**src/hw/rtl/rit_pkg.sv**
```systemverilog
// Shared types, field widths and codes of the reference-counted inode table.
package rit_pkg;

	localparam int DEV_W     = 16;
	localparam int INO_W     = 32;
	localparam int SLOT_W    = 6;
	localparam int REF_W     = 8;
	localparam int SLOTS_DEF = 64;
	localparam int IN_DATA_W  = 56;
	localparam int OUT_DATA_W = 56;

	localparam logic [REF_W-1:0] REF_MAX = {REF_W{1'b1}};

	typedef enum logic {
		KIND_GET = 1'b0,
		KIND_PUT = 1'b1
	} kind_t;

	typedef enum logic [2:0] {
		ST_HIT       = 3'd0,
		ST_LOAD      = 3'd1,
		ST_FULL      = 3'd2,
		ST_HELD      = 3'd3,
		ST_CLEAN     = 3'd4,
		ST_WRITEBACK = 3'd5
	} status_t;

	typedef enum logic [2:0] {
		S_CLEAR,
		S_IDLE,
		S_GET_SCAN,
		S_GET_LAST,
		S_GET_WR,
		S_PUT_RD,
		S_PUT_WR,
		S_DONE
	} fsm_t;

	typedef struct packed {
		kind_t              kind;
		logic [DEV_W-1:0]   device;
		logic [INO_W-1:0]   inode_number;
		logic [SLOT_W-1:0]  slot;
		logic               modified;
	} item_t;

	typedef struct packed {
		status_t            status;
		logic [SLOT_W-1:0]  slot_index;
		logic [DEV_W-1:0]   out_device;
		logic [INO_W-1:0]   out_inode;
	} result_t;

	typedef struct packed {
		logic [DEV_W-1:0]   device;
		logic [INO_W-1:0]   inode;
		logic [REF_W-1:0]   refs;
		logic               dirty;
	} entry_t;

endpackage

```
**src/hw/rtl/rit_mem.sv**
```systemverilog
// Slot memory: one write port and one registered read port.
module rit_mem
	import rit_pkg::*;
#(
	parameter int SLOTS = SLOTS_DEF,
	parameter int AW    = $clog2(SLOTS)
) (
	input  logic          clk,
	input  logic          we,
	input  logic [AW-1:0] waddr,
	input  entry_t        wdata,
	input  logic [AW-1:0] raddr,
	output entry_t        rdata
);

	entry_t mem [SLOTS];
	entry_t rdata_q;

	always_ff @(posedge clk) begin
		if (we) begin
			mem[waddr] <= wdata;
		end
	end

	always_ff @(posedge clk) begin
		rdata_q <= mem[raddr];
	end

	assign rdata = rdata_q;

endmodule

```
**src/hw/rtl/rit_seq.sv**
```systemverilog
// Sequencer with the shared slot compare unit: clear pass, get scan and put update.
module rit_seq
	import rit_pkg::*;
#(
	parameter int SLOTS = SLOTS_DEF,
	parameter int AW    = $clog2(SLOTS)
) (
	input  logic          clk,
	input  logic          arst_n,
	input  logic          in_valid,
	output logic          in_ready,
	input  item_t         in_item,
	output logic          res_valid,
	input  logic          res_ready,
	output result_t       res,
	output logic          mem_we,
	output logic [AW-1:0] mem_waddr,
	output entry_t        mem_wdata,
	output logic [AW-1:0] mem_raddr,
	input  entry_t        mem_rdata
);

	localparam logic [AW-1:0] LAST_ADDR = AW'(SLOTS - 1);
	localparam logic [31:0]   SLOTS_W32 = 32'(SLOTS);

	fsm_t            state_q, state_nxt;
	item_t           item_q;
	logic [AW-1:0]   addr_q;
	logic            rd_vld_s1;
	logic [AW-1:0]   rd_idx_s1;
	logic            match_found_q, free_found_q;
	logic [AW-1:0]   match_idx_q, free_idx_q;
	entry_t          match_ent_q;
	result_t         res_q, res_nxt;
	logic            res_load;
	logic            hit_now, free_now;
	logic            slot_oob;
	logic [AW+5:0]   slot_ext;
	logic [AW-1:0]   put_addr;
	logic            put_dirty;
	logic [REF_W-1:0] put_refs;

	function automatic logic [SLOT_W-1:0] low6(input logic [AW-1:0] a);
		logic [AW+5:0] w;
		w = {6'd0, a};
		return w[SLOT_W-1:0];
	endfunction

	assign hit_now  = rd_vld_s1 && mem_rdata.device == item_q.device &&
	                  mem_rdata.inode == item_q.inode_number;
	assign free_now = rd_vld_s1 && mem_rdata.refs == '0;
	assign slot_oob = {26'd0, item_q.slot} >= SLOTS_W32;
	assign slot_ext = {{AW{1'b0}}, item_q.slot};
	assign put_addr = slot_ext[AW-1:0];
	assign put_dirty = mem_rdata.dirty | item_q.modified;
	assign put_refs  = (mem_rdata.refs != '0) ? mem_rdata.refs - 1'b1 : mem_rdata.refs;

	always_comb begin
		state_nxt = state_q;
		case (state_q)
			S_CLEAR: begin
				if (addr_q == LAST_ADDR) state_nxt = S_IDLE;
			end
			S_IDLE: begin
				if (in_valid) state_nxt = (in_item.kind == KIND_GET) ? S_GET_SCAN : S_PUT_RD;
			end
			S_GET_SCAN: begin
				if (addr_q == LAST_ADDR) state_nxt = S_GET_LAST;
			end
			S_GET_LAST: state_nxt = S_GET_WR;
			S_GET_WR:   state_nxt = S_DONE;
			S_PUT_RD:   state_nxt = slot_oob ? S_DONE : S_PUT_WR;
			S_PUT_WR:   state_nxt = S_DONE;
			S_DONE: begin
				if (res_ready) state_nxt = S_IDLE;
			end
			default:    state_nxt = S_CLEAR;
		endcase
	end

	always_comb begin
		in_ready  = 1'b0;
		res_valid = 1'b0;
		res_load  = 1'b0;
		res_nxt   = '{status: ST_FULL, slot_index: '0, out_device: '0, out_inode: '0};
		mem_we    = 1'b0;
		mem_waddr = addr_q;
		mem_wdata = '0;
		mem_raddr = addr_q;
		case (state_q)
			S_CLEAR: begin
				mem_we = 1'b1;
			end
			S_IDLE: begin
				in_ready = 1'b1;
			end
			S_GET_WR: begin
				res_load = 1'b1;
				if (match_found_q) begin
					mem_we          = 1'b1;
					mem_waddr       = match_idx_q;
					mem_wdata       = match_ent_q;
					mem_wdata.refs  = (match_ent_q.refs != REF_MAX) ?
					                  match_ent_q.refs + 1'b1 : match_ent_q.refs;
					res_nxt = '{status: ST_HIT, slot_index: low6(match_idx_q),
					            out_device: match_ent_q.device, out_inode: match_ent_q.inode};
				end else if (free_found_q) begin
					mem_we    = 1'b1;
					mem_waddr = free_idx_q;
					mem_wdata = '{device: item_q.device, inode: item_q.inode_number,
					              refs: REF_W'(1), dirty: 1'b0};
					res_nxt = '{status: ST_LOAD, slot_index: low6(free_idx_q),
					            out_device: item_q.device, out_inode: item_q.inode_number};
				end
			end
			S_PUT_RD: begin
				mem_raddr = put_addr;
				if (slot_oob) begin
					res_load = 1'b1;
					res_nxt  = '{status: ST_CLEAN, slot_index: item_q.slot,
					             out_device: '0, out_inode: '0};
				end
			end
			S_PUT_WR: begin
				res_load  = 1'b1;
				mem_we    = 1'b1;
				mem_waddr = put_addr;
				mem_wdata = '{device: mem_rdata.device, inode: mem_rdata.inode,
				              refs: put_refs, dirty: put_dirty};
				res_nxt = '{status: ST_CLEAN, slot_index: item_q.slot,
				            out_device: mem_rdata.device, out_inode: mem_rdata.inode};
				if (put_refs != '0) begin
					res_nxt.status = ST_HELD;
				end else if (put_dirty) begin
					res_nxt.status  = ST_WRITEBACK;
					mem_wdata.dirty = 1'b0;
				end
			end
			S_DONE: begin
				res_valid = 1'b1;
			end
			default: begin
			end
		endcase
	end

	always_ff @(posedge clk or negedge arst_n) begin
		if (!arst_n) begin
			state_q       <= S_CLEAR;
			addr_q        <= '0;
			rd_vld_s1     <= 1'b0;
			match_found_q <= 1'b0;
			free_found_q  <= 1'b0;
		end else begin
			state_q   <= state_nxt;
			rd_vld_s1 <= (state_q == S_GET_SCAN);
			if (state_q == S_CLEAR || state_q == S_GET_SCAN) begin
				addr_q <= (addr_q == LAST_ADDR) ? '0 : addr_q + 1'b1;
			end else if (state_q == S_IDLE) begin
				addr_q <= '0;
			end
			if (state_q == S_IDLE) begin
				match_found_q <= 1'b0;
				free_found_q  <= 1'b0;
			end else begin
				if (hit_now && !match_found_q) match_found_q <= 1'b1;
				if (free_now && !free_found_q) free_found_q <= 1'b1;
			end
		end
	end

	always_ff @(posedge clk) begin
		rd_idx_s1 <= addr_q;
		if (state_q == S_IDLE && in_valid) begin
			item_q <= in_item;
		end
		if (hit_now && !match_found_q) begin
			match_idx_q <= rd_idx_s1;
			match_ent_q <= mem_rdata;
		end
		if (free_now && !free_found_q) begin
			free_idx_q <= rd_idx_s1;
		end
		if (res_load) begin
			res_q <= res_nxt;
		end
	end

	assign res = res_q;

	a_no_write_in_scan: assert property (@(posedge clk) disable iff (!arst_n)
		(state_q == S_GET_SCAN || state_q == S_GET_LAST) |-> !mem_we)
		else $error("slot memory written during a get scan");

	a_start_path: assert property (@(posedge clk) disable iff (!arst_n)
		(state_q == S_IDLE && in_valid) |=> (state_q == S_GET_SCAN || state_q == S_PUT_RD))
		else $error("accepted beat did not start a get scan or a put read");

	a_full_zero: assert property (@(posedge clk) disable iff (!arst_n)
		(res_valid && res.status == ST_FULL) |->
		(res.slot_index == '0 && res.out_device == '0 && res.out_inode == '0))
		else $error("full result carries nonzero slot data");

	a_put_no_grow: assert property (@(posedge clk) disable iff (!arst_n)
		(state_q == S_PUT_WR) |-> (mem_wdata.refs <= mem_rdata.refs))
		else $error("put raised a reference count");

	a_get_refs_nonzero: assert property (@(posedge clk) disable iff (!arst_n)
		(state_q == S_GET_WR && mem_we) |-> (mem_wdata.refs != '0))
		else $error("get left a zero reference count");

endmodule

```
**src/hw/rtl/refcounted_inode_table_top.sv**
```systemverilog
// Top level of the reference-counted inode table: stream ports and output register.
//
//  Channel  Dir  Beat fields (tdata low bit up | tuser)
//  s_*      in   device 16, inode_number 32, slot 6, modified 1 | kind 1
//  m_*      out  slot_index 6, out_device 16, out_inode 32 | status 3
//
// A get reads every slot once through the single memory read port and compares
// it in the shared compare unit. A put reads its own slot and writes it back,
// or skips the write when its slot lies beyond the table.
// After reset a clearing pass zeroes every slot of the slot memory; s_tready
// stays low during it. A finished result waits in the output register while the
// next beat is taken, and the sequencer holds until that register is free.
module refcounted_inode_table_top
	import rit_pkg::*;
#(
	parameter int SLOTS = SLOTS_DEF
) (
	input  logic                  clk,
	input  logic                  arst_n,
	input  logic                  s_tvalid,
	output logic                  s_tready,
	input  logic [IN_DATA_W-1:0]  s_tdata,  // device, inode_number, slot, modified
	input  logic                  s_tuser,  // kind
	output logic                  m_tvalid,
	input  logic                  m_tready,
	output logic [OUT_DATA_W-1:0] m_tdata,  // slot_index, out_device, out_inode
	output logic [2:0]            m_tuser   // status
);

	localparam int AW = $clog2(SLOTS);

	item_t         in_item;
	result_t       res;
	logic          res_valid, res_ready;
	logic          mem_we;
	logic [AW-1:0] mem_waddr, mem_raddr;
	entry_t        mem_wdata, mem_rdata;
	logic          m_tvalid_q;
	result_t       out_q;

	assign in_item = '{kind: kind_t'(s_tuser), device: s_tdata[15:0],
	                   inode_number: s_tdata[47:16], slot: s_tdata[53:48],
	                   modified: s_tdata[54]};

	rit_seq #(.SLOTS(SLOTS), .AW(AW)) u_seq (
		.clk       (clk),
		.arst_n    (arst_n),
		.in_valid  (s_tvalid),
		.in_ready  (s_tready),
		.in_item   (in_item),
		.res_valid (res_valid),
		.res_ready (res_ready),
		.res       (res),
		.mem_we    (mem_we),
		.mem_waddr (mem_waddr),
		.mem_wdata (mem_wdata),
		.mem_raddr (mem_raddr),
		.mem_rdata (mem_rdata)
	);

	rit_mem #(.SLOTS(SLOTS), .AW(AW)) u_mem (
		.clk   (clk),
		.we    (mem_we),
		.waddr (mem_waddr),
		.wdata (mem_wdata),
		.raddr (mem_raddr),
		.rdata (mem_rdata)
	);

	assign res_ready = !m_tvalid_q || m_tready;

	always_ff @(posedge clk or negedge arst_n) begin
		if (!arst_n) begin
			m_tvalid_q <= 1'b0;
		end else if (res_ready) begin
			m_tvalid_q <= res_valid;
		end
	end

	always_ff @(posedge clk) begin
		if (res_ready && res_valid) begin
			out_q <= res;
		end
	end

	assign m_tvalid = m_tvalid_q;
	assign m_tuser  = out_q.status;
	assign m_tdata  = {2'b00, out_q.out_inode, out_q.out_device, out_q.slot_index};

endmodule
```
**config.mk**
```make
export PLATFORM = sky130hd
export DESIGN_NAME = refcounted_inode_table_top
export DESIGN_NICKNAME = d
export VERILOG_FILES = /design/src/hw/rtl/rit_pkg.sv /design/src/hw/rtl/rit_mem.sv /design/src/hw/rtl/rit_seq.sv /design/src/hw/rtl/refcounted_inode_table_top.sv
export SDC_FILE = /design/constraint.sdc
export NUM_CORES = 2
export LEC_CHECK = 0
export ABC_AREA = 1
export BUFFER_PORTS_ARGS = -buffer_cell sky130_fd_sc_hd__buf_2
export CORE_AREA = 2 2 578 695
export CTS_CLUSTER_DIAMETER = 30
export DETAILED_ROUTE_END_ITERATION = 8
export DIE_AREA = 0 0 580 697
export PLACE_DENSITY = 0.62
export SLEW_MARGIN = 20
export SYNTH_ARGS = -nofsm -noshare
export SYNTH_HDL_FRONTEND = slang
export SYNTH_HIERARCHICAL = 1
export SYNTH_SLANG_ARGS = --single-unit
```
**constraint.sdc**
```tcl
create_clock -name clk -period 11.7 [get_ports clk]
set_clock_uncertainty 0.2 [all_clocks]
set_input_delay 2.34 -clock clk [delete_from_list [all_inputs] [get_ports clk]]
set_output_delay 2.34 -clock clk [all_outputs]
set_load 0.01 [all_outputs]
```
# Yosys cells after proc, flatten, opt, wreduce, memory -nomap -nowiden
# Memories as Yosys holds them, arrays and structs flattened. A register that Yosys moved wholly into a read port is not among the register bits.
# Index checks and enable logic that the tools add are counted.
[totals]
n_memories = 1
in_bits = 61
ram_bits = 3648
elab_cells = 103
ff_bits = 257
out_inout_bits = 61
[memory_table]
columns = ["name", "words", "width", "rd", "rd_clocked_by_memory_dff", "write_ports", "line", "text"]
rows = [
  ["u_mem.mem", 64, 57, 1, 1, 1, "rit_mem.sv:16", "entry_t mem [SLOTS];"],
]
[op_classes]
n_eq_ne = 15
n_reduce_logical = 22
muxes = 36
addsub = 3
n_bitwise = 1
[op_table]
columns = ["operator", "count"]
rows = [
  ["$pmux W57 S2", 2],
  ["$mux W57", 3],
  ["$mux W56", 1],
  ["$mux W6", 6],
  ["$eq A32 B32 Y1", 1],
  ["$pmux W3 S7", 1],
  ["$mux W3", 6],
  ["$eq A16 B16 Y1", 1],
  ["$mux W8", 2],
  ["$reduce_bool A8 Y1", 2],
  ["$mux W1", 13],
  ["$eq A3 B3 Y1 const B", 4],
  ["$pmux W6 S2", 1],
  ["$add A8 B1 Y8 const B", 1],
  ["$logic_not A8 Y1", 1],
  ["$ne A8 B8 Y1 const B", 1],
  ["$sub A8 B1 Y8 const B", 1],
  ["$logic_and A1 B1 Y1", 7],
  ["$add A6 B1 Y6 const B", 1],
  ["$eq A3 B2 Y1 const B", 2],
  ["$eq A6 B6 Y1 const B", 1],
  ["$reduce_bool A2 Y1", 3],
  ["$ne A2 B1 Y1 const B", 2],
  ["$ne A2 B2 Y1 const B", 2],
  ["8 further kinds", 12],
]

# Logic depth before layout (Yosys ltp)
[depth]
depth_word = 6
mapped_depth = 18
mapped_depth_nobuf = 13

# Hierarchy
# Netlist, hierarchy kept.
[by_module_without_submodules]
columns = ["mod", "area_per_inst_um2", "instances", "cells_per_inst", "seq_area_each_um2"]
rows = [
  ["rit_mem", 147406.4, 1, 11981, 110686.2],
  ["rit_seq", 9405.3, 1, 934, 5855.6],
  ["refcounted_inode_table_top", 1775.5, 1, 66, 1736.7],
]

# Worst setup path after synthesis
# No wires, ideal clock.
[synth_timing]
path_type = "register -> register"
from = "register u_seq.state_q[1]"
to = "memory u_mem/mem[50][0] (netlist bit) (enable)"
setup_ns = 0.615
path_buffers = 3
arrival_ns = 7.237
t_required_ns = 10.885
path_stages_with_launch = 12
setup_slack_ns = 3.648
synth_period_minus_slack_ns = 8.052
path_cell_list = "dfrtp_1 > buf_4 > nor3_4 > nand2_2 > inv_2 > buf_4 > nand2_1 > nand3_2 > o21bai_1 > clkbuf_1 > inv_1 > nor4_1"
[synth_between]
elab_cells_between_ends = 8
classes_between = "eq/ne: 2; mux: 4; reduce/logical: 2"
[synth_rtl]
columns = ["element", "line", "text"]
rows = [
  ["start, declared", "rit_seq.sv:26", "fsm_t state_q, state_nxt;"],
  ["start signal, assigned", "rit_seq.sv:155", "state_q <= state_nxt;"],
  ["$eq A3 B3 Y1", "rit_seq.sv:90", "case (state_q)"],
  ["$pmux W6 S2 (*)", "rit_seq.sv:90", ""],
  ["named net mem_waddr[1]", "refcounted_inode_table_top.sv:36", "logic [AW-1:0] mem_waddr, mem_raddr;"],
  ["end, declared", "rit_mem.sv:16", ""],
]
# Mark *: on every way through the listed nets, which the timed path passes. The rest lies on a longest branch.

# Worst setup path after layout
[layout_timing]
from = "register u_seq.state_q[2]"
to = "memory u_mem/mem[35][18] (netlist bit) (enable)"
# Same word-level chain as after synthesis.

==> summary.txt <==
Worst setup path
  • Crit Reg-Reg Startpoint: u_seq/state_q[2]
  • Cell chain of the critical path: inv_2 -> nor3_4 -> nand2_8 -> inv_2 -> nand2_1 -> nand3_2 -> o21bai_1 -> nand4_1 -> nor2_4 -> buf_4 -> buf_4
  • FF-to-FF End: u_mem/mem[35][18]
  • Delay-heaviest family, CP: simple AND/OR/NAND/NOR gates
  • CP Capture Type: flop
  • Worst Path Required: 12.13 ns
  • Slowest-stage cell, CP: nor2_4
  • Crit. path cell count: 11
  • Worst Reg-to-Reg Cells: 11
  • Crit path launch type: flop
  • Critical Path Max Stage Delay: 1.04 ns
  • Critical path buffers and inverters: 4
  • CP arrival: 7.12 ns
  • WS Path Type: flop to flop
  • Worst-path fanout max: 44
  • R2r setup slk: 5.01 ns

Drt
  • Post-DR wirelength/cell: 25.7 um
  • Met3 routed WL: 48.7 mm
  • TritonRoute pass-1 iters: 8
  • Met2 wire length: 229 mm
  • Antenna-violating nets left: 0
  • Via count: 106000
  • DRT iter0 DRCs: 13500
  • DRC violations left: 0
  • Top sig layer: met5
  • Vias per cell: 5.62
  • Met1 wire length: 183 mm
  • Routed wire length: 485 mm

Floorplanning
  • Die ar.: 0.404 sq mm
  • Starting density of the core: 0.399
  • Core box area: 0.398 sq mm
  • Rows: 254
  • Die H: 697 um
  • DIE WIDTH: 580 um
  • Ports: 122

CTS
  • CTS Buf Count: 606
  • TritonCTS clock tree: done
  • CTS sink cnt: 3962
  • Clock Latency Late Sink: 1.07 ns
  • Worst-path clk slew: 0.06 ns
  • Clk root buf: clkbuf_16
  • Post CTS Setup Buffer Count: 0
  • Number of gates resized after cts: 0
  • CTS hold repair buffers: 0
  • CTS Buffer Depth: 4
  • H-Tree Depth: 6

Synth
  • Cells after Synth: 13000
  • Most used flip-flop cell after synthesis: edfxtp_1
  • Top-area cell type share of the netlist area: 0.736
  • Area fraction in and, or, nand and nor cells after synthesis: 0.215
  • XOR/XNOR Fraction of Synth Area: 0.000497
  • Synthesized area: 0.159 sq mm
  • Count leader, synth: nand2_1
  • Largest area contributor in the synthesized netlist: edfxtp_1
  • Main area contributors after synthesis: edfxtp_1 (74%), nand3_1 (11%), nand2_1 (10%)
  • Post-synth ARST share: 0.00328
  • Main combinational cell family by area after synthesis: simple AND/OR/NAND/NOR gates
  • Mux contribution to synthesized area: 0
  • Synth cell types: 44
  • Post-synth top cells: nand2_1 (4281), edfxtp_1 (3886), nand3_1 (3429), buf_2 (416), buf_4 (174)
  • Syn_area_per_cell: 12.2 sq um
  • Seq/Total Area, Yosys: 0.746
  • Post-synthesis adder-cell area fraction: 0.000237
  • Yosys warns: 6
  • Seq cells post-synth: 3962
  • Post-synth EDFFs: 3886
  • Synth Area in Compound Gates: 0.00450

Min path
  • Min-delay worst type: flop to flop
  • Hold wc startpoint: u_seq/res[33]
  • Hold Path End: m_tdata[7]
  • Hold depth: 0

Layout
  • Area Overhead vs Synth: 17.5%
  • Design Area, Final: 0.186 sq mm
  • Final layout net count: 13200
  • Area of the multi-input gates: 0.0364 sq mm
  • FF+latch area: 0.118 sq mm
  • Fill cells: 34300
  • Layout cells sized above 1: 0.113

Place
  • Post-DP Area: 0.165 sq mm
  • Dpl hpwl: 241 mm
  • RD Place Congestion: 0.846
  • PortBufs: 118

Power and ir drop
  • Lkg Pwr: 65.2 nW
  • Worst vdd ir: 247 uV
  • Power per cell area: 268 mW/mm^2

GRT
  • Total Routing Usage GR: 0.232
  • First-pass GRT wire length: 694 mm
  • Number of global-route vias before repair: 100000
  • Congestion Overflow GR: 0
  • Initial antenna violation count: 9
  • Largest net degree at the start of global routing: 195

Run status
  • Status: completed

Run
  • Max_cap viols: 0

Timing
  • # setup viols final: 0
  • Worst slew pin tran: 1.20 ns
  • Crit share post-route: 0.572
  • RSZ-0062 raised after global routing: no
  • Min Clock Period, post-route: 6.69 ns
  • Setup_tns: 0 ns
  • Slew Limit Headroom: 0.200
  • Hold Vio Cnt, Final: 0
  • Max Clock Freq: 149 MHz
  • Slew Limit Fails: 0
==> layout by cell type, fill, tap and decap left out, types with 13 or more instances in the layout <==
cell type,count
edfxtp_1,3886
nand2_1,4280
clkinvlp_4,55
dfxtp_1,63
buf_2,118
nand3_1,3424
dfrtp_1,13
nor2_4,59
inv_16,23
o221ai_4,42
clkinv_2,85
clkbuf_1,91
clkinv_4,35
bufinv_16,94
clkinv_1,50
inv_1,132
inv_6,32
nand4_1,22
nor2_1,72
buf_12,26
buf_4,254
clkinv_16,17
clkbuf_16,611
o21ai_0,15
==> metal layers <==
metal,up-vias,global-route usage
met4,2,0.108
li1,46600,-
met2,5815,0.380
met5,-,0
met1,52600,0.302
met3,1165,0.0401
==> worst max-delay path by stage <==
stage                           startpoint                end  slack [ns]
after detailed placement  u_seq/state_q[2]  u_mem/mem[35][12]        5.19
after floorplan           u_seq/state_q[1]   u_mem/mem[50][0]        3.65
after global routing      u_seq/state_q[2]  u_mem/mem[35][18]        4.90
after global placement    u_seq/state_q[2]   u_mem/mem[7][46]        5.26
final                     u_seq/state_q[2]  u_mem/mem[35][18]        5.01
after CTS                 u_seq/state_q[2]  u_mem/mem[35][18]        5.12
==> power breakdown <==
part / internal [mW] / leakage [nW] / switching, mW / total, mW
logic: 3.81 / 23.6 / 10.6 / 14.4
clock network: 11.9 / 10.2 / 6.81 / 18.7
registers: 16.4 / 31.4 / 0.437 / 16.8
==> through the flow <==
| step | hold slack, ns | std cells | power (mW) | utilization | setup WS, ns |
|---|---|---|---|---|---|
| floorplan | 0.168 | 13000 | 26.8 | - | 3.65 |
| global placement | 0.185 | 17800 | 31.1 | 0.415 | 5.26 |
| detailed placement | 0.184 | 17800 | 31.2 | 0.415 | 5.19 |
| CTS | 0.194 | 18900 | 49.9 | 0.468 | 5.12 |
| global route | 0.212 | 18900 | 52.0 | 0.469 | 4.90 |
| finish | 0.196 | 18900 | 49.9 | 0.469 | 5.01 |
==> sequential cells by signal (all words and copies together), names as in the netlist <==
register and count:
u_seq/match_idx_q 6, u_seq/rd_vld_s1 1, m_tuser 3, u_mem/mem 3648, u_seq/free_found_q 1, u_seq/item_q 49, u_seq/state_q 3, u_seq/put_addr 6
u_seq/free_idx_q 6, u_seq/res 57, u_seq/match_found_q 1, u_seq/addr_q 6, u_seq/rd_idx_s1 6, m_tvalid 1, u_seq/match_ent_q 57, m_tdata 54
u_mem/rdata 57
==> cell families (layout without fill, tap and decap cells) <==
kind of cell | count (synthesis) | after routing
DFF | 3962 | 3962
adders and majority gates | 3 | 3
xor gates and xnor gates | 9 | 9
other | 1 | 10
AOI/OAI and AO/OA | 101 | 101
buffers and inverters | 1014 | 1661
and+or+nand+nor | 7891 | 7891
==> cell type report <==
type,count,share of cell area
sequential,3962,0.635
multi-input combinational,8006,0.195
clock buffer,710,0.0845
tap,5248,0.0352
clock inverter,405,0.0301
timing repair buffer,402,0.0168
inverter,144,0.00319
antenna,8,0.000107
(Power assumes the default switching activity.)
